<file path="src/design/tcx_pkg.sv">
// tcx_pkg: shared constants, opcodes and structs for the toy cpu execute unit
// no dependencies; imported by every design module

package tcx_pkg;

  localparam int DATA_W    = 16;
  localparam int MEM_WORDS = 4096;
  localparam int MEM_AW    = $clog2(MEM_WORDS);
  localparam int NUM_REGS  = 8;
  localparam int RIDX_W    = $clog2(NUM_REGS);
  localparam int OP_W      = 4;
  localparam int IMM_W     = 5;
  localparam int MOVI_W    = 9;

  localparam logic KIND_EXEC    = 1'b0;
  localparam logic KIND_PRELOAD = 1'b1;

  localparam logic [OP_W-1:0] OP_LDR  = 4'd1;
  localparam logic [OP_W-1:0] OP_LDI  = 4'd2;
  localparam logic [OP_W-1:0] OP_STR  = 4'd3;
  localparam logic [OP_W-1:0] OP_STI  = 4'd4;
  localparam logic [OP_W-1:0] OP_AND  = 4'd5;
  localparam logic [OP_W-1:0] OP_OR   = 4'd6;
  localparam logic [OP_W-1:0] OP_ADD  = 4'd7;
  localparam logic [OP_W-1:0] OP_ADDI = 4'd8;
  localparam logic [OP_W-1:0] OP_SUB  = 4'd9;
  localparam logic [OP_W-1:0] OP_SUBI = 4'd10;
  localparam logic [OP_W-1:0] OP_MOVI = 4'd13;

  typedef logic [DATA_W-1:0] word_t;

  typedef struct packed {
    logic              en;
    logic [RIDX_W-1:0] idx;
    word_t             data;
  } rf_wr_t;

  typedef struct packed {
    logic              kind;
    logic [OP_W-1:0]   op;
    logic [RIDX_W-1:0] rd;
    logic [RIDX_W-1:0] rs;
    logic [RIDX_W-1:0] rt;
    logic [IMM_W-1:0]  imm;
    logic [MOVI_W-1:0] movi;
    logic [MEM_AW-1:0] pre_addr;
    word_t             pre_data;
  } dec_t;

  typedef struct packed {
    logic              reg_wr;
    logic [RIDX_W-1:0] reg_idx;
    word_t             reg_val;
    logic              mem_wr;
    logic              mem_rd;
    logic [MEM_AW-1:0] mem_addr;
    word_t             mem_data;
    logic              illegal;
  } res_t;

endpackage

</file>
<file path="src/design/tcx_alu.sv">
// tcx_alu: instruction execute, alu ops and data memory address generation
// depends on tcx_pkg; purely combinational

module tcx_alu import tcx_pkg::*; (
  input  dec_t  dec,
  input  word_t opa,
  input  word_t opb,
  input  word_t opc,
  output res_t  res
);

  word_t off;
  word_t sum;

  always_comb begin
    off = (dec.op == OP_LDR || dec.op == OP_STR) ? opb : word_t'(dec.imm);
    sum = opa + off;
  end

  always_comb begin
    res = '0;
    if (dec.kind == KIND_PRELOAD) begin
      res.mem_wr   = 1'b1;
      res.mem_addr = dec.pre_addr;
      res.mem_data = dec.pre_data;
    end else begin
      unique case (dec.op) inside
        OP_LDR, OP_LDI: begin
          res.reg_wr   = 1'b1;
          res.reg_idx  = dec.rd;
          res.mem_rd   = 1'b1;
          res.mem_addr = sum[MEM_AW-1:0];
        end
        OP_STR, OP_STI: begin
          res.mem_wr   = 1'b1;
          res.mem_addr = sum[MEM_AW-1:0];
          res.mem_data = opc;
        end
        OP_AND: begin
          res.reg_wr  = 1'b1;
          res.reg_idx = dec.rd;
          res.reg_val = opa & opb;
        end
        OP_OR: begin
          res.reg_wr  = 1'b1;
          res.reg_idx = dec.rd;
          res.reg_val = opa | opb;
        end
        OP_ADD: begin
          res.reg_wr  = 1'b1;
          res.reg_idx = dec.rd;
          res.reg_val = opa + opb;
        end
        OP_ADDI: begin
          res.reg_wr  = 1'b1;
          res.reg_idx = dec.rd;
          res.reg_val = sum;
        end
        OP_SUB: begin
          res.reg_wr  = 1'b1;
          res.reg_idx = dec.rd;
          res.reg_val = opa - opb;
        end
        OP_SUBI: begin
          res.reg_wr  = 1'b1;
          res.reg_idx = dec.rd;
          res.reg_val = opa - word_t'(dec.imm);
        end
        OP_MOVI: begin
          res.reg_wr  = 1'b1;
          res.reg_idx = dec.rd;
          res.reg_val = word_t'(dec.movi);
        end
        default: begin
          res.illegal = 1'b1;
        end
      endcase
    end
  end

endmodule

</file>
<file path="config.mk">
export PLATFORM = sky130hd
export DESIGN_NAME = tcx_alu
export DESIGN_NICKNAME = d
export VERILOG_FILES = /design/src/design/tcx_pkg.sv /design/src/design/tcx_alu.sv
export SDC_FILE = /design/constraint.sdc
export NUM_CORES = 1
export LEC_CHECK = 0
export BUFFER_PORTS_ARGS = -buffer_cell sky130_fd_sc_hd__buf_2
export CORE_MARGIN = 1.5
export CORE_UTILIZATION = 42
export DETAILED_ROUTE_END_ITERATION = 7
export GPL_ROUTABILITY_DRIVEN = 1
export PLACE_DENSITY = 0.75
export SETUP_SLACK_MARGIN = 0.15
export SLEW_MARGIN = 20
export SYNTH_ARGS = -nofsm -noshare
export SYNTH_HDL_FRONTEND = slang
export SYNTH_SLANG_ARGS = --single-unit
</file>
<file path="constraint.sdc">
create_clock -name vclk -period 4.22
set_clock_uncertainty 0.15 [all_clocks]
set_input_delay 0.422 -clock vclk [all_inputs]
set_output_delay 0.422 -clock vclk [all_outputs]
set_load 0.01 [all_outputs]
</file>
==> results of run 1 <==
[final cells by class]
type	count	area share [%]
multi-input combinational	395	69.1
timing repair buffer	203	27.5
tap	96	2.70
inverter	9	0.760
[power by group]
| part | total [W] | leakage (nW) | switching [W] | internal, W |
|---|---|---|---|---|
| sequential | 0 | 0 | 0 | 0 |
| combinational | 0.000596 | 2.25 | 0.000307 | 0.000289 |
| clock | 0 | 0 | 0 | 0 |
| total | 0.000596 | 2.25 | 0.000307 | 0.000289 |
[cell families (layout without fill, tap and decap cells)]
| family | after synthesis | after routing | synth area share [%] |
|---|---|---|---|
| buf+inv | 33 | 212 | 4.53 |
| compound gates | 164 | 164 | 40.7 |
| fa+ha+maj | 34 | 34 | 14.9 |
| mux | 7 | 7 | 2.67 |
| xor+xnor | 32 | 32 | 9.95 |
| simple gates | 158 | 158 | 27.2 |
[synth_stat cells, types with 9 or more instances]
cell       n  area (µm²)
nand2b_1  11        68.8
a222oi_1  12         120
o21ai_0   27         135
a21o_1    20         150
clkbuf_1  21        78.8
inv_1      9        33.8
ha_1      32         400
xnor2_1   19         166
xor2_1    12         105
a22o_1    26         228
nand2_1   43         161
and2_1    13        81.3
nor2_1    35         131
a21oi_1   27         135
nor3_1    12        60.1
[routing by layer]
metal  wire, µm  global-route usage [%]  part of all wire (%)
met5          0                       0                     0
met4        246                    6.89                   2.0
met3       1220                    3.22                    10
met2       5890                    53.1                    48
met1       4870                    37.8                    40
[stage by stage]
stage	std cells	total power [W]	TNS (ps)	worst slack (ps)	hold slack, ps
floorplan	428	0.000317	0	127	838
global placement	687	0.000500	-118	-112	993
detailed placement	687	0.000512	-318	-150	994
CTS	697	0.000556	0	130	995
global route	703	0.000643	0	1.42	1010
finish	703	0.000596	0	82.8	994
[timing repair]
action	4_1_cts	5_1_grt
endpoints found under the setup margin	8	9
gates cloned	0	1
pin swaps	23	24
setup buffers	10	5
resized for setup	33	37
[worst min-delay path, delay by kind of cell]
kind	cells	cell delay [ps]
AO/OA/AOI/OAI	1	100
buffers and inverters	2	200
[worst min path at each step]
stage	cells past startpoint	from	slack, ps	end
after CTS	3	opc[0]	990	res[1]
after global placement	3	opc[10]	990	res[11]
after global routing	3	opc[1]	1010	res[2]
after floorplan	1	dec[48]	840	res[47]
after detailed placement	3	opc[0]	990	res[1]
final	3	opc[0]	990	res[1]
==> impl_metrics.tcl, run 1 <==
set metrics [dict create \
    synth_area_um2 2950 \
    start_util_pct 43.5 \
    antenna_found_initial 0 \
    maxCapViolations 0 \
    core_area_um2 6790 \
    drt_iter0_markers 389 \
    finalSetupViolCount 0 \
    syn-instance-count 428 \
    arrival_ps 3570 \
    worst_pin_slew_ps 913 \
    antenna_left 0 \
    critPathTopFamily "simple AND/OR/NAND/NOR gates" \
    die_height_um 86.9 \
    fin_util_pct 65.4 \
    holdCritPathClass "input port to output pin" \
    ys_types 57 \
    drc_errors 0 \
    grt_overflow 0 \
    crit_path_end "res[44]" \
    grt_pass1_vias 3759 \
    die_area_um2 7550 \
    crit_top_cell "nand2_1" \
    rsz0062_at_grt "true" \
    crit_start "opb[0]" \
    postCtsHoldBufs 0 \
    grt_max_degree 35 \
    p_per_area_nw_per_um2 134 \
    yosysWarnings 0 \
    path_cells "buf_2 -> inv_1 -> ha_1 -> nand2_1 -> nor3b_2 -> nor2_1 -> xor2_1 -> nand2_1 -> ha_1 -> buf_4 -> and4_1 -> and3_1 -> a21oi_1 -> nand3b_1 -> a21oi_1 -> xnor2_1 -> nand2_1 -> a41oi_2 -> buf_2" \
    placed_cell_area_um2 4020 \
    dieWidth_um 86.9 \
    fillers 613 \
    path_max_fanout 5 \
    start_kind "input port" \
    slew_headroom_pct 39.2 \
    vias 4202 \
    track_usage_pct 29.6 \
    final_common_cell "buf_2" \
    fmax_mhz 242 \
    cpMaxStageDelayCell "ha_1" \
    grt_pass1_wl_mm 17.9 \
    worstPathRequired_ps 3650 \
    final_layout_size_suffix_gt1_share_pct 43.2 \
    end_kind "output pin" \
    final_cell_mix "145 x buf_2, 47 x buf_4, 42 x nand2_1" \
    final-seq-area_um2 0 \
    ir_drop_uv 82.3 \
    maxSlewViolCount 0 \
    min_period_ps 4140 \
    routed_wl_mm 12.2 \
    clkbuf_count 0 \
    final_min_period_over_clock_period_pct 98.0 \
    dr.pass1.iters 6 \
    hold_viol 0 \
    hpwl_mm 9.58 \
    drt-vias-per-instance 5.98 \
    outcome "complete, no violations" \
    nets 747 \
    multi_input_area_um2 3070 \
    portBuffers 149 \
    p_leak_nw 2.25 \
    cp.depth 19 \
    ios 155 \
    rows 30 \
    final_area_um2 4450 \
    place_congestion 0.939 \
    syn_to_final_growth_pct 50.5 \
    cpPeakStageDelay_ps 310 \
    crit_type "input port to output pin" \
    n_sequential_cell 0 \
    yosysSeqAreaShare_pct 0 \
    avgSynthCellArea_um2 6.90 \
    crit_buf_inv 4 \
    diodes 0 \
    wire_per_inst_um 17.4 \
    synth_nets 566 \
]
Note: power is estimated with default switching activity, not from simulation.
==> inputs of run 2 (changes only) <==
- CORE_ASPECT_RATIO: unset -> 1.1
- CORE_UTILIZATION: 42 -> 43
- PLACE_DENSITY: 0.75 -> 0.8
==> run 2 against run 1 <==
Net effect:
- first-iteration DRC count down 12%
- hold slack got worse by 2.2 ps
- die area is 2.2% lower
- global-route usage is 2.3 points higher
- largest cell class unchanged
==> impl_metrics.tcl, run 2 (synthesis gave the netlist of run 1 again) <==
set metrics [dict create \
    path_max_fanout 4 \
    comb_power_share_pct 100.0 \
    portBuffers 149 \
    final_layout_size_suffix_gt1_share_pct 45.6 \
    p_sw_share_pct 51.3 \
    ios 155 \
    wire_per_inst_um 18.4 \
    die_height_um 89.9 \
    rsz0062_at_grt "true" \
    final_area_um2 4550 \
    power.total_w 0.000618 \
    internal-power_w 0.000301 \
    arrival_ps 3590 \
    outcome "complete, no violations" \
    holdCritPathClass "input port to output pin" \
    vias 4358 \
    clkbuf_count 0 \
    worstPathRequired_ps 3650 \
    finalSetupViolCount 0 \
    maxCapViolations 0 \
    clock_power_share_pct 0 \
    antenna_found_initial 2 \
    start_kind "input port" \
    fmax_mhz 240 \
    min_period_ps 4170 \
    syn_to_final_growth_pct 53.9 \
    fin_ws_ps 54.5 \
    maxSlewViolCount 0 \
    drt-vias-per-instance 6.16 \
    n_sequential_cell 0 \
    rows 31 \
    final_common_cell "buf_2" \
    final_cell_mix "146 x buf_2, 64 x buf_4, 42 x nand2_1" \
    p_sw_w 0.000318 \
    start_util_pct 44.5 \
    fillers 553 \
    p_leak_nw 2.33 \
    grt_pass1_vias 3734 \
    fin_util_pct 68.6 \
    drc_errors 0 \
    hold_viol 0 \
    drt_iter0_markers 343 \
    antenna_left 0 \
    power_frac_seq_pct 0 \
    die_area_um2 7380 \
    dpl_worst_slack_ps -119 \
    dr.pass1.iters 8 \
    grt_pass1_wl_mm 18.6 \
    worst_pin_slew_ps 832 \
    setup_tns_ps 0 \
    slew_headroom_pct 44.5 \
    grt_max_degree 35 \
    final_min_period_over_clock_period_pct 98.7 \
    track_usage_pct 32.0 \
    dieWidth_um 82.0 \
    ir_drop_uv 74.6 \
    core_area_um2 6630 \
    grt_overflow 0 \
    routed_wl_mm 13.0 \
    hpwl_mm 9.94 \
    end_kind "output pin" \
    p_per_area_nw_per_um2 136 \
    crit_type "input port to output pin" \
    placed_cell_area_um2 4060 \
    place_congestion 0.950 \
    final-seq-area_um2 0 \
    nets 763 \
]
-- run 2: changes by cell type in the layout (fill, tap and decap cells not counted), moves of 2 or more --
| cell | change |
|---|---|
| buf_4 | +17 |
| a21oi_1 | -3 |
| a21oi_2 | +3 |
| diode_2 | +2 |
| o21ai_0 | +2 |
| o21ai_1 | -2 |
| xnor2_1 | -2 |
| xnor2_2 | +2 |
-- run 2: per-layer routing --
metal | vias to the layer above | part of all wire [%] | global-route usage, %
met1 | 2026 | 40 | 41.5
met3 | 35 | 8.5 | 1.42
met4 | 0 | 3.3 | 9.04
met5 | - | 0 | 0
li1 | 2034 | - | -
met2 | 263 | 49 | 55.8
-- run 2: power groups by stage --
stage	Sequential, W	Combinational [W]	Clock [W]
3_3_place_gp	0	0.000510	0
6_report	0	0.000618	0.0000000000634
2_1_floorplan	0	0.000317	0
3_5_place_dp	0	0.000523	0
4_1_cts	0	0.000565	0
5_1_grt	0	0.000664	0.0000000000634
-- run 2: through the flow --
stage	cells	hold slack, ps
3_5_place_dp	681	992
3_3_place_gp	681	993
5_1_grt	707	1020
6_report	707	992
2_1_floorplan	428	838
4_1_cts	694	993
-- run 2: worst paths after layout --
check	start	to	slack (ps)	cells after the start
min	opc[9]	res[10]	990	3
max	dec[53]	res[44]	50	15
-- run 2: cell type report --
cell class	count	area [µm²]	share of cell area [%]
tap	82	103	2.26
antenna	2	5.00	0.110
timing repair buffer	219	1320	29.1
multi-input combinational	395	3080	67.8
inverter	9	33.8	0.743
-- run 2: repair_timing --
item	in CTS	in global routing
hold buffers	0	0
gates cloned	0	0
buffers inserted	13	11
resized for setup	38	34
setup endpoints to repair	6	10
hold endpoints to repair	0	0
pin swaps	26	36
-- run 2: worst max-delay path, cell delays in order --
cell and delay [ps]:
buf_6 100, buf_6 110, nor3b_2 180, buf_4 180, buf_6 100, mux2_4 300, ha_4 220, a211oi_2 250
o21ai_2 90, o311a_1 350, o41ai_4 340, nand2b_1 130, or4b_4 490, a41oi_2 170, buf_2 150
==> inputs of run 3 (changes only) <==
- PLACE_DENSITY: 0.8 -> 0.77
==> run 3 against run 2 <==
Net effect:
- highest routed layer unchanged
- hold slack better by 5.2 ps
- largest cell class unchanged
- first-iteration DRC count shrank 22%
- wire length is 5.4% lower
- die area stayed put
- power down 2.7%
- sequential share of layout area stayed put
- global-route usage shrank 1.4 points
- clock-buffer cell count unchanged
- critical path depth increased by 2
==> impl_metrics.tcl, run 3 (synthesis gave the netlist of run 1 again) <==
set metrics [dict create \
    grt_max_degree 35 \
    fillers 596 \
    end_kind "output pin" \
    dr.pass1.iters 6 \
    clock_power_share_pct 0 \
    final_min_period_over_clock_period_pct 97.1 \
    power_frac_seq_pct 0 \
    portBuffers 149 \
    grt_pass1_vias 3691 \
    placed_cell_area_um2 4050 \
    clkbuf_count 0 \
    nets 755 \
    wire_per_inst_um 17.7 \
    ios 155 \
    crit_type "input port to output pin" \
    multi_input_area_um2 3070 \
    antenna_left 0 \
    comb_power_share_pct 100.0 \
    postCtsHoldBufs 0 \
    start_util_pct 44.5 \
    die_height_um 89.9 \
    start_kind "input port" \
    min_from "opc[12]" \
    p_sw_share_pct 51.6 \
    hold_viol 0 \
    min_period_ps 4100 \
    rows 31 \
    final_common_cell "buf_2" \
    place_inst 680 \
    track_usage_pct 30.5 \
    timing.hold.ws_ps 997 \
    p_sw_w 0.000310 \
    place_congestion 0.948 \
    syn_to_final_growth_pct 50.9 \
    n_sequential_cell 0 \
    fmax_mhz 244 \
    hold_path_depth 3 \
    final_cell_count_no_fill 697 \
    rsz0062_at_grt "true" \
    fin_ws_ps 124 \
    p_leak_nw 2.28 \
    arrival_ps 3520 \
    dieWidth_um 82.0 \
    maxCapViolations 0 \
    worst_hold_path.endpoint "res[13]" \
    dpl_worst_slack_ps -66.7 \
    internal-power_w 0.000292 \
    grt_overflow 0 \
    vias 4180 \
    maxSlewViolCount 0 \
    p_per_area_nw_per_um2 135 \
    final-seq-area_um2 0 \
    final_cell_mix "146 x buf_2, 56 x buf_4, 42 x nand2_1" \
    worst_pin_slew_ps 940 \
    die_area_um2 7380 \
    final_area_um2 4460 \
    drt-vias-per-instance 6.00 \
    slew_headroom_pct 37.3 \
    drc_errors 0 \
    path_max_fanout 3 \
    outcome "complete, no violations" \
    ir_drop_uv 91.0 \
    holdCritPathClass "input port to output pin" \
    antenna_found_initial 0 \
    hpwl_mm 10.0 \
    finalSetupViolCount 0 \
    grt_pass1_wl_mm 17.8 \
    drt_iter0_markers 266 \
    routed_wl_mm 12.3 \
    fin_util_pct 67.2 \
    core_area_um2 6630 \
    final_layout_size_suffix_gt1_share_pct 44.1 \
    worstPathRequired_ps 3650 \
    diodes 0 \
]
==> run 3: changes by cell type in the layout (fill, tap and decap cells not counted), sizes merged <==
cell / change
diode: -2
buf: -9
clkbuf: +1
==> run 3: per-layer routing <==
layer / part of all wire (%) / track usage, %
met5: 0 / 0
met4: 3.6 / 8.62
met3: 8.2 / 1.73
met2: 48 / 52.5
met1: 41 / 40.1
==> run 3: worst max-delay path, cell delays in order <==
cell and delay [ps]:
buf_2 120, or3_4 380, nor3_2 200, nand2_1 80
o21ai_1 150, xnor2_1 140, nand2_1 80, ha_1 320
o21ai_2 200, o21bai_2 110, a21o_1 190, a31o_1 200
a21oi_2 160, mux2_4 180, a31oi_1 70, or3_1 380
buf_2 150
==> run 3: power groups by stage <==
stage / sequential [W] / clock, W / combinational, W
6_report: 0 / 0 / 0.000602
5_1_grt: 0 / 0 / 0.000652
4_1_cts: 0 / 0 / 0.000557
3_5_place_dp: 0 / 0 / 0.000521
3_3_place_gp: 0 / 0 / 0.000508
2_1_floorplan: 0 / 0 / 0.000317
==> run 3: how the worst max path moves through the flow <==
stage,startpoint,end,slack (ps),cells after the start
floorplan,dec[51],res[44],130,11
global placement,dec[53],res[44],-50,14
detailed placement,dec[53],res[44],-70,14
CTS,dec[53],res[44],90,14
global route,dec[53],res[44],-5,14
finish,opb[1],res[45],120,17
==> run 3: area by class of cell <==
cell class | instances | area share, %
well taps | 82 | 2.30
inverters | 9 | 0.758
repair buffers | 211 | 28.0
multi-input cells | 395 | 68.9
==> run 3: through the flow <==
step           power (W)  TNS (ps)
2_1_floorplan   0.000317         0
3_3_place_gp    0.000508     -77.6
3_5_place_dp    0.000521      -123
4_1_cts         0.000557         0
5_1_grt         0.000652     -5.34
6_report        0.000602         0
==> run 3: repair_timing <==
item / 4_1_cts / 5_1_grt
gates resized for setup: 32 / 32
pin swaps: 17 / 30
setup buffers: 9 / 9
gates cloned: 0 / 0
setup endpoints to repair: 8 / 9
