<file path="config.mk">
export PLATFORM = sky130hd
export DESIGN_NAME = tcx_rf
export DESIGN_NICKNAME = d
export VERILOG_FILES = /design/src/design/tcx_pkg.sv /design/src/design/tcx_rf.sv
export SDC_FILE = /design/constraint.sdc
export NUM_CORES = 1
export LEC_CHECK = 0
export BUFFER_PORTS_ARGS = -buffer_cell sky130_fd_sc_hd__buf_4
export CAP_MARGIN = 20
export CORE_AREA = 3 3 137 139
export DETAILED_ROUTE_END_ITERATION = 12
export DIE_AREA = 0 0 140 142
export PLACE_DENSITY_LB_ADDON = 0.25
export SLEW_MARGIN = 20
export SYNTH_ARGS = -nofsm -noshare
export SYNTH_HDL_FRONTEND = slang
export SYNTH_SLANG_ARGS = --single-unit
</file>
<file path="constraint.sdc">
create_clock -name clk -period 2.75 [get_ports clk]
set_input_delay 0.55 -clock clk [delete_from_list [all_inputs] [get_ports clk]]
set_output_delay 0.55 -clock clk [all_outputs]
set_load 0.02 [all_outputs]
</file>
<file path="src/design/tcx_pkg.sv">
// tcx_pkg: shared constants, opcodes and structs for the toy cpu execute unit
// no dependencies; imported by every design module

package tcx_pkg;

  localparam int DATA_W    = 16;
  localparam int MEM_WORDS = 4096;
  localparam int MEM_AW    = $clog2(MEM_WORDS);
  localparam int NUM_REGS  = 8;
  localparam int RIDX_W    = $clog2(NUM_REGS);
  localparam int OP_W      = 4;
  localparam int IMM_W     = 5;
  localparam int MOVI_W    = 9;

  localparam logic KIND_EXEC    = 1'b0;
  localparam logic KIND_PRELOAD = 1'b1;

  localparam logic [OP_W-1:0] OP_LDR  = 4'd1;
  localparam logic [OP_W-1:0] OP_LDI  = 4'd2;
  localparam logic [OP_W-1:0] OP_STR  = 4'd3;
  localparam logic [OP_W-1:0] OP_STI  = 4'd4;
  localparam logic [OP_W-1:0] OP_AND  = 4'd5;
  localparam logic [OP_W-1:0] OP_OR   = 4'd6;
  localparam logic [OP_W-1:0] OP_ADD  = 4'd7;
  localparam logic [OP_W-1:0] OP_ADDI = 4'd8;
  localparam logic [OP_W-1:0] OP_SUB  = 4'd9;
  localparam logic [OP_W-1:0] OP_SUBI = 4'd10;
  localparam logic [OP_W-1:0] OP_MOVI = 4'd13;

  typedef logic [DATA_W-1:0] word_t;

  typedef struct packed {
    logic              en;
    logic [RIDX_W-1:0] idx;
    word_t             data;
  } rf_wr_t;

  typedef struct packed {
    logic              kind;
    logic [OP_W-1:0]   op;
    logic [RIDX_W-1:0] rd;
    logic [RIDX_W-1:0] rs;
    logic [RIDX_W-1:0] rt;
    logic [IMM_W-1:0]  imm;
    logic [MOVI_W-1:0] movi;
    logic [MEM_AW-1:0] pre_addr;
    word_t             pre_data;
  } dec_t;

  typedef struct packed {
    logic              reg_wr;
    logic [RIDX_W-1:0] reg_idx;
    word_t             reg_val;
    logic              mem_wr;
    logic              mem_rd;
    logic [MEM_AW-1:0] mem_addr;
    word_t             mem_data;
    logic              illegal;
  } res_t;

endpackage

</file>
<file path="src/design/tcx_rf.sv">
// tcx_rf: register file, two banks written together, three registered read ports
// depends on tcx_pkg; entries read as zero until first written after reset

module tcx_rf import tcx_pkg::*; (
  input  logic              clk,
  input  logic              rst_n,
  input  logic              rd_en,
  input  logic [RIDX_W-1:0] rd_s,
  input  logic [RIDX_W-1:0] rd_t,
  input  logic [RIDX_W-1:0] rd_d,
  output word_t             rdata_s,
  output word_t             rdata_t,
  output word_t             rdata_d,
  input  rf_wr_t            wr
);

  word_t                bank_st_r [NUM_REGS];
  word_t                bank_d_r  [NUM_REGS];
  logic  [NUM_REGS-1:0] vld_r;
  word_t                rdata_s_r;
  word_t                rdata_t_r;
  word_t                rdata_d_r;

  always_ff @(posedge clk) begin
    if (!rst_n) begin
      vld_r <= '0;
    end else if (wr.en) begin
      vld_r[wr.idx] <= 1'b1;
    end
  end

  always_ff @(posedge clk) begin
    if (wr.en) begin
      bank_st_r[wr.idx] <= wr.data;
      bank_d_r[wr.idx]  <= wr.data;
    end
    if (rd_en) begin
      rdata_s_r <= vld_r[rd_s] ? bank_st_r[rd_s] : '0;
      rdata_t_r <= vld_r[rd_t] ? bank_st_r[rd_t] : '0;
      rdata_d_r <= vld_r[rd_d] ? bank_d_r[rd_d] : '0;
    end
  end

  assign rdata_s = rdata_s_r;
  assign rdata_t = rdata_t_r;
  assign rdata_d = rdata_d_r;

endmodule

</file>
==> results of run 1 <==
-- metrics by stage --
stage | instances | utilization [%]
3_5_place_dp | 734 | 54.3
2_1_floorplan | 440 | -
4_1_cts | 764 | 57.6
3_3_place_gp | 734 | 54.3
6_report | 764 | 57.6
5_1_grt | 764 | 57.6
-- worst max-delay path: cells and delay by family --
family / cells / cell delay [ns]
buffers and inverters: 2 / 0.54
multiplexers: 2 / 0.71
AND/OR/NAND/NOR: 1 / 0.12
-- registers in the layout, indices dropped and copies added, names as in the netlist --
register / flops
rdata_d: 16
vld_r: 8
rdata_t: 16
rdata_s: 16
bank_st_r: 128
-- power by group through the flow --
stage	clock network, mW	registers (mW)	logic (mW)
4_1_cts	2.50	3.24	0.673
3_3_place_gp	0	3.29	0.666
5_1_grt	2.63	3.25	0.711
2_1_floorplan	0	3.33	0.391
3_5_place_dp	0	3.30	0.671
6_report	2.46	3.24	0.665
-- Yosys cell counts, drive strengths merged --
master / number / area share, %
mux2i: 51 / 6.3
edfxtp: 176 / 60
nor2: 54 / 2.3
nor3: 2 / 0.11
buf: 27 / 1.5
o21a: 8 / 0.69
nand2: 2 / 0.086
nand2b: 3 / 0.21
mux4: 102 / 26
clkbuf: 7 / 0.30
dfxtp: 8 / 1.8
-- cells by family after synthesis --
kind of cell / count (synthesis) / share of synthesized area [%]
AOI/OAI and AO/OA: 8 / 0.686
buffers and inverters: 34 / 1.83
and+or+nand+nor: 61 / 2.73
DFF: 184 / 62.2
muxes: 153 / 32.5
-- per-layer routing --
layer	track usage, %	vias to the layer above	part of all wire [%]
met3	4.13	26	6.4
met1	27.2	2463	39
met5	0	-	0
li1	-	2018	-
met4	6.78	0	1.5
met2	35.5	186	53
-- layout make-up --
type / count / area [µm²] / share of cell area (%)
Clock buffer: 19 / 433 / 4.23
Tap cell: 229 / 287 / 2.80
Clock inverter: 11 / 156 / 1.53
Sequential cell: 184 / 5450 / 53.2
Multi-Input combinational cell: 222 / 3150 / 30.8
Timing Repair Buffer: 99 / 768 / 7.50
-- worst paths after layout --
kind | start | to | slack (ns) | cells after the start
max | rd_s[0] | rdata_s[13] | 0.99 | 5
min | wr[7] | bank_st_r[4][7] | 0.35 | 1
max reg2reg | vld_r[7] | rdata_s[13] | 1.07 | 4
min reg2reg | vld_r[7] | vld_r[7] | 0.53 | 1
==> results.env, run 1 <==
P_TOTAL_mW=6.37
DRIVE_ABOVE_1_SHARE_PCT=43.0
DRV_CAP=0
CPMAXSTAGEDELAYCELL='sky130_fd_sc_hd__mux4_2'
WORSTSETUPSTARTPOINTTYPE='input pin'
YOSYSWARNINGCOUNT=0
REG_POWER_SHARE_PCT=50.8
FLOORPLAN.DIE_AREA_UM2=19900
DRT-PASS1-ITER-COUNT=6
POSTCTSHOLDBUFS=0
FILLERINSTANCES=1310
ANTENNADIODECOUNT=0
FIRST_PASS_GRT_WIRE_LENGTH_MM=29.8
FINISH.INSTANCE_AREA_UM2=10200
POST-CTS-SETUP-BUFFER-COUNT=0
CTS.HTREE.LEVELS=4
CRITICAL_PATH_CLASS='input pin to flip-flop'
ROUTABILITY_CONGESTION_ESTIMATE_FROM_GLOBAL_PLACEMENT=0.741
MAX_CLOCK_FREQ_MHz=568
DP_HPWL_MM=11.7
ROUTE.DETAILED.VIAS_PER_INST=6.14
CRITICAL_PATH_ARRIVAL_NS=1.93
REPORT.FINAL.HOLD_VIOL_COUNT=0
WL_PER_CELL_UM=25.8
SYNTHESIS.NETS=472
POWER_FRAC_COMB_PCT=10.5
CLOCK_TREE_FROM_TRITONCTS='yes'
INSERTION_DELAY_NS=0.43
HOLDWS_NS=0.348
SETUP_VIOL=0
POSTPLACECELLAREA_UM2=9650
LAYOUT.CELLS.MOST_COMMON_LIST='sky130_fd_sc_hd__edfxtp_1, sky130_fd_sc_hd__mux4_2, sky130_fd_sc_hd__buf_4'
INITIAL_CORE_UTILIZATION_PCT=49.2
FIN_SKEW_NS=0.00920
CRITPATHMAXSTAGEDELAY_NS=0.57
RUN_STATUS='finished, final reports clean'
FP.DIEH_UM=142
CLKTRANSATPATHREGS_NS=0.06
NETSWITCHINGFRACTION_PCT=21.4
DRT_ITER0_MARKERS=434
LEAKAGE_nW=3.57
CTS_ROOT_BUFFER='sky130_fd_sc_hd__clkbuf_16'
POST-ROUTE-PERIOD-UTIL_PCT=64.1
MAXSLEWVIOLCOUNT=0
POWERDENSITY_nW_PER_UM2=622
ROUTE.FINAL.WIRE_LENGTH_MM=19.7
DRT.ANTENNA.VIOLATING_NETS=0
VIAS_IN_THE_FIRST_GLOBAL_ROUTE=4851
GRT_START_MAX_NET_PINS=49
NUM_CTS_BUFFERS=17
POSTSYNTHREGISTERBITS=184
SETUP.WORST_PATH.END_CLASS='flip-flop'
IO_BUFFER_COUNT=79
TOTALNEGATIVESETUPSLACK_NS=0
TIGHTESTPINTRANSITION_NS=0.718
DRC=0
STD_CELL_ROWS=49
PLACE_WS_NS=0.548
POST_SYNTH.CELL_AREA_AVG_UM2=19.9
CP_MAX_FO=16
GRT_ANTENNA_BEFORE_REPAIR=0
MAX-VDD-IR-DROP_V=0.000479
SYNTHESIS.INSTANCES=440
VIAS=4693
NNETSFINAL=556
WORST_HOLD_PATH_TYPE='input pin to flip-flop'
CLK_PATH_BUF_DEPTH=2
SYN_TO_FINAL_GROWTH_PCT=17.1
IOPINCOUNT=80
PATH_CELLS='buf_4, mux4_2, mux2i_4, buf_4, nor2_1'
CLKSINKCOUNT=184
DIE_W_UM=140
YS_SEQ_AREA_SHARE_PCT=62.2
POSTCTSRESIZEDCELLS=0
CP_COMMON_CELL='sky130_fd_sc_hd__buf_4'
WORST-ENDPOINT-REQUIRED_NS=2.92
GRT_USAGE_PCT=20.8
GLOBALROUTEOVERFLOWTOTAL=0
TIME_THE_FINAL_WORST_PATH_NEEDS_WITH_I_O_DELAYS_AND_SETUP_NS=1.76
CLOCK_POWER_SHARE_PCT=38.7
SETUP_REPAIR_AFTER_GLOBAL_ROUTING_MISSED_ITS_MARGIN='false'
FINAL_COMMON_CELL='sky130_fd_sc_hd__edfxtp_1'
WORST_SLACK_NS=0.988
SWITCHING_POWER_mW=1.36
CELL_INTERNAL_PWR_mW=5.01
NETLIST_AREA_UM2=8750
TIMING.SLEW.HEADROOM_PCT=52.1
CORE_AREA_UM2=17800
COUNT_OF_UNIQUE_LIBRARY_CELLS_INSTANTIATED_BY_YOSYS=14
No activity file was read; power rests on OpenSTA's default activity.
==> run 2, diff against run 1 <==
ABC_AREA = 1   (was not set)
CORE_AREA = 3 3 150 152   (was 3 3 137 139)
DIE_AREA = 0 0 153 155   (was 0 0 140 142)
clock period = 1.85 ns   (was 2.75 ns; I/O delays follow)
==> run 2 against run 1 <==
  * Cell count rose by 130%
  * Register-to-register slack lost 0.69 ns
  * Clock skew decreased by 0.00057 ns
  * Core utilization fell by 1.0 points
  * Combinational power grew 130%
  * Clock power up 41%
  * Non-clock buffer count increased by 17
==> results.env, run 2 <==
SYNTH-EDFF-COUNT=176  # unchanged
R2R.WORST_PATH.CELLS=8  # +4
TIME_THE_FINAL_WORST_PATH_NEEDS_WITH_I_O_DELAYS_AND_SETUP_NS=1.47
POST-CTS-SETUP-BUFFER-COUNT=0  # unchanged
POSTCTSRESIZEDCELLS=0  # unchanged
WORSTSETUPSTARTPOINTTYPE='flip-flop'
YS_SEQ_AREA_SHARE_PCT=51.6  # -11 points
ANTENNADIODECOUNT=0  # unchanged
NUMBER_OF_FLIP_FLOPS_IN_THE_LARGEST_REGISTER=128  # unchanged
CP_MAX_FO=16  # unchanged
AREA_LEADER_NETLIST='sky130_fd_sc_hd__edfxtp_1'
NETLIST_AREA_UM2=10500  # +21%
LEAKAGE_nW=6.18  # +73%
GRT_ANTENNA_BEFORE_REPAIR=0  # unchanged
SYNTH.AREA.TOP_CELLS='sky130_fd_sc_hd__edfxtp_1, sky130_fd_sc_hd__nand2_1, sky130_fd_sc_hd__nand3_1, sky130_fd_sc_hd__inv_1, sky130_fd_sc_hd__buf_6'
CLOCK_TREE_FROM_TRITONCTS='yes'
CLK_PATH_BUF_DEPTH=2  # unchanged
TIMING.SLEW.HEADROOM_PCT=66.2  # +14 points
DRT_ITER0_MARKERS=1080  # +150%
ROUTED.TOP_LAYER='met4'
MAX-VDD-IR-DROP_V=0.000564  # +18%
NNETSFINAL=1494  # +170%
CORE_AREA_UM2=21200  # +19%
CLKSINKCOUNT=184  # unchanged
POST_SYNTH.CELL_AREA_AVG_UM2=7.52  # -62%
TIGHTESTPINTRANSITION_NS=0.507  # -0.211 ns
LARGEST_REGISTER='bank_st_r'
CLKTRANSATPATHREGS_NS=0.07  # about the same
FP.DIEH_UM=155  # +9.2%
DRC=0  # unchanged
FLOORPLAN.DIE_AREA_UM2=23700  # +19%
WORSTHOLDSTART='wr[2]'
LAYOUT.CELLS.MOST_COMMON_LIST='sky130_fd_sc_hd__nand2_1, sky130_fd_sc_hd__nand3_1, sky130_fd_sc_hd__inv_1'
MAX_CLOCK_FREQ_MHz=678
SETUP_REPAIR_AFTER_GLOBAL_ROUTING_MISSED_ITS_MARGIN='false'
MET1_LENGTH_MM=12.5  # +63%
NUM_CTS_BUFFERS=17  # unchanged
R2R_SETUP_SLACK_NS=0.38  # -0.69 ns
SYNTH_COMPOUND_AREA_SHARE_PCT=0.285  # -0.40 points
PLACED_CELLS=1718  # +130%
TOTALNEGATIVESETUPSLACK_NS=0  # unchanged
MUXSHAREOFSYNTHAREA_PCT=0  # -33 points
POSTSYNTHREGISTERBITS=184  # unchanged
REG2REG_FROM='vld_r[0]'
YOSYSWARNINGCOUNT=0  # unchanged
HOLDWS_NS=0.165  # -0.184 ns
POST-SYNTH-TOP-COUNT-CELL='sky130_fd_sc_hd__nand2_1'
CRITICAL_PATH_CLASS='flip-flop to flip-flop'
CTS.HTREE.LEVELS=4  # unchanged
IO_BUFFER_COUNT=79  # unchanged
GRT_USAGE_PCT=25.5  # +4.7 points
POSTCTSHOLDBUFS=0  # unchanged
VIAS_IN_THE_FIRST_GLOBAL_ROUTE=8576  # +77%
INITIAL_CORE_UTILIZATION_PCT=49.9  # +0.65 points
SYNTHESIS.INSTANCES=1402  # +220%
ROUTE.DETAILED.VIAS_PER_INST=5.28  # -14%
MAXSLEWVIOLCOUNT=0  # unchanged
DOMINANT_COMBINATIONAL_CELL_FAMILY_BY_AREA_AFTER_SYNTHESIS='simple AND/OR/NAND/NOR gates'
POWERDENSITY_nW_PER_UM2=818  # +32%
DP_HPWL_MM=18.7  # +59%
COUNT_OF_UNIQUE_LIBRARY_CELLS_INSTANTIATED_BY_YOSYS=15  # +1
RUN_STATUS='finished, final reports clean'
WL_PER_CELL_UM=17.2  # -33%
WORST_HOLD_PATH_TYPE='input pin to flip-flop'
ROUTABILITY_CONGESTION_ESTIMATE_FROM_GLOBAL_PLACEMENT=0.883  # +19%
IOPINCOUNT=80  # unchanged
SYNTHESIS.NETS=1434  # +200%
YOSYS.AREA_SHARE.SIMPLE_PCT=35.7  # +33 points
SYNTH_FF_TYPE='sky130_fd_sc_hd__edfxtp_1'
DRV_CAP=0  # unchanged
NUMBER_OF_CELLS_IN_THE_FINISHED_LAYOUT_APART_FROM_FILLERS=1749  # +130%
SETUP.WORST_PATH.END_CLASS='flip-flop'
HOLD_PATH_DEPTH=1  # unchanged
FINAL_COMMON_CELL='sky130_fd_sc_hd__nand2_1'
POST-ROUTE-PERIOD-UTIL_PCT=79.7
DIE_W_UM=153  # +9.3%
VIAS=9242  # +97%
DRIVE_ABOVE_1_SHARE_PCT=10.6  # -32 points
DRT.ANTENNA.VIOLATING_NETS=0  # unchanged
GRT_START_MAX_NET_PINS=65  # +33%
GLOBALROUTEOVERFLOWTOTAL=0  # unchanged
HOLDPATHEND='bank_st_r[6][2]'
MET2WIRELENGTH_MM=13.5  # +29%
STD_CELL_ROWS=53  # +8.2%
SYN_TO_FINAL_GROWTH_PCT=13.5
FIRST_PASS_GRT_WIRE_LENGTH_MM=47.4  # +59%
REPORT.FINAL.HOLD_VIOL_COUNT=0  # unchanged
CRITICAL_PATH_ARRIVAL_NS=1.67  # -0.26 ns
INSERTION_DELAY_NS=0.44  # about the same
SETUP_VIOL=0  # unchanged
CTS_ROOT_BUFFER='sky130_fd_sc_hd__clkbuf_16'
WORST-ENDPOINT-REQUIRED_NS=2.04  # -0.88 ns
DRT-PASS1-ITER-COUNT=6  # unchanged
SYNTH_TOP_CELLS_BY_COUNT='sky130_fd_sc_hd__nand2_1, sky130_fd_sc_hd__nand3_1, sky130_fd_sc_hd__inv_1'
NETLIST.AREA_LEADER.SHARE_PCT=50.1  # -10 points
CRITICAL_PATH.REG2REG.ENDPOINT='rdata_d[9]'
DETAILROUTE.WIRELENGTH.MET3_MM=3.35  # +170%
POSTSYNTH.ASYNCRESETSHARE_PCT=0  # unchanged
FIN_SKEW_NS=0.00863  # -0.000571 ns
FINAL_UTIL_PCT=56.6  # -1.0 points
SYNTHADDERAREAFRAC_PCT=0  # unchanged
SYNTH_XOR_XNOR_AREA_SHARE_PCT=0  # unchanged
ROUTE.FINAL.WIRE_LENGTH_MM=30.2  # +53%
-- run 2: layer usage --
| layer | global-route usage [%] | vias up |
|---|---|---|
| met5 | 0 | - |
| met4 | 10.1 | 0 |
| met3 | 5.65 | 69 |
| met2 | 39.6 | 578 |
| met1 | 35.2 | 4138 |
| li1 | - | 4457 |
-- run 2: through the flow --
step           worst slack (ns)  power (mW)  instance area [µm²]
2_1_floorplan             0.246        5.85                10500
3_3_place_gp              0.182        6.37                11400
3_5_place_dp              0.150        6.40                11400
4_1_cts                   0.403        9.81                12000
5_1_grt                   0.282        10.2                12000
6_report                  0.375        9.80                12000
-- run 2: how the worst max path moves through the flow --
stage | slack [ns] | startpoint | to
6_report | 0.38 | vld_r[0] | rdata_d[9]
5_1_grt | 0.28 | vld_r[0] | rdata_d[9]
4_1_cts | 0.40 | vld_r[6] | rdata_d[9]
3_5_place_dp | 0.15 | rd_s[0] | rdata_s[4]
3_3_place_gp | 0.18 | rd_s[0] | rdata_s[4]
2_1_floorplan | 0.25 | wr[18] | bank_st_r[3][0]
-- run 2: cells by family after synthesis --
logic type | count (synthesis)
buf+inv | 279
simple gates | 933
flops | 184
compound gates | 6
-- run 2: area by class of cell --
| class | count | area [µm²] |
|---|---|---|
| Clock buffer | 17 | 425 |
| Multi-Input combinational cell | 939 | 3800 |
| Inverter | 204 | 766 |
| Tap cell | 275 | 344 |
| Timing Repair Buffer | 116 | 1070 |
| Clock inverter | 14 | 123 |
| Sequential cell | 184 | 5450 |
| Fill cell | 1946 | 9180 |
-- run 2: power by group --
| group | switching, mW | total (mW) | internal, mW |
|---|---|---|---|
| combinational | 1.02 | 1.52 | 0.502 |
| sequential | 0.0500 | 4.80 | 4.75 |
| clock | 1.61 | 3.47 | 1.86 |
-- run 2: critical path: stages (launching register included) --
cell                      delay (ns)
sky130_fd_sc_hd__dfxtp_1        0.30
sky130_fd_sc_hd__inv_1          0.13
sky130_fd_sc_hd__nand2_1        0.08
sky130_fd_sc_hd__nand3_1        0.07
sky130_fd_sc_hd__nand2_1        0.06
sky130_fd_sc_hd__nand2_1        0.07
sky130_fd_sc_hd__nand2_2        0.27
sky130_fd_sc_hd__nand2_1        0.20
sky130_fd_sc_hd__inv_1          0.06
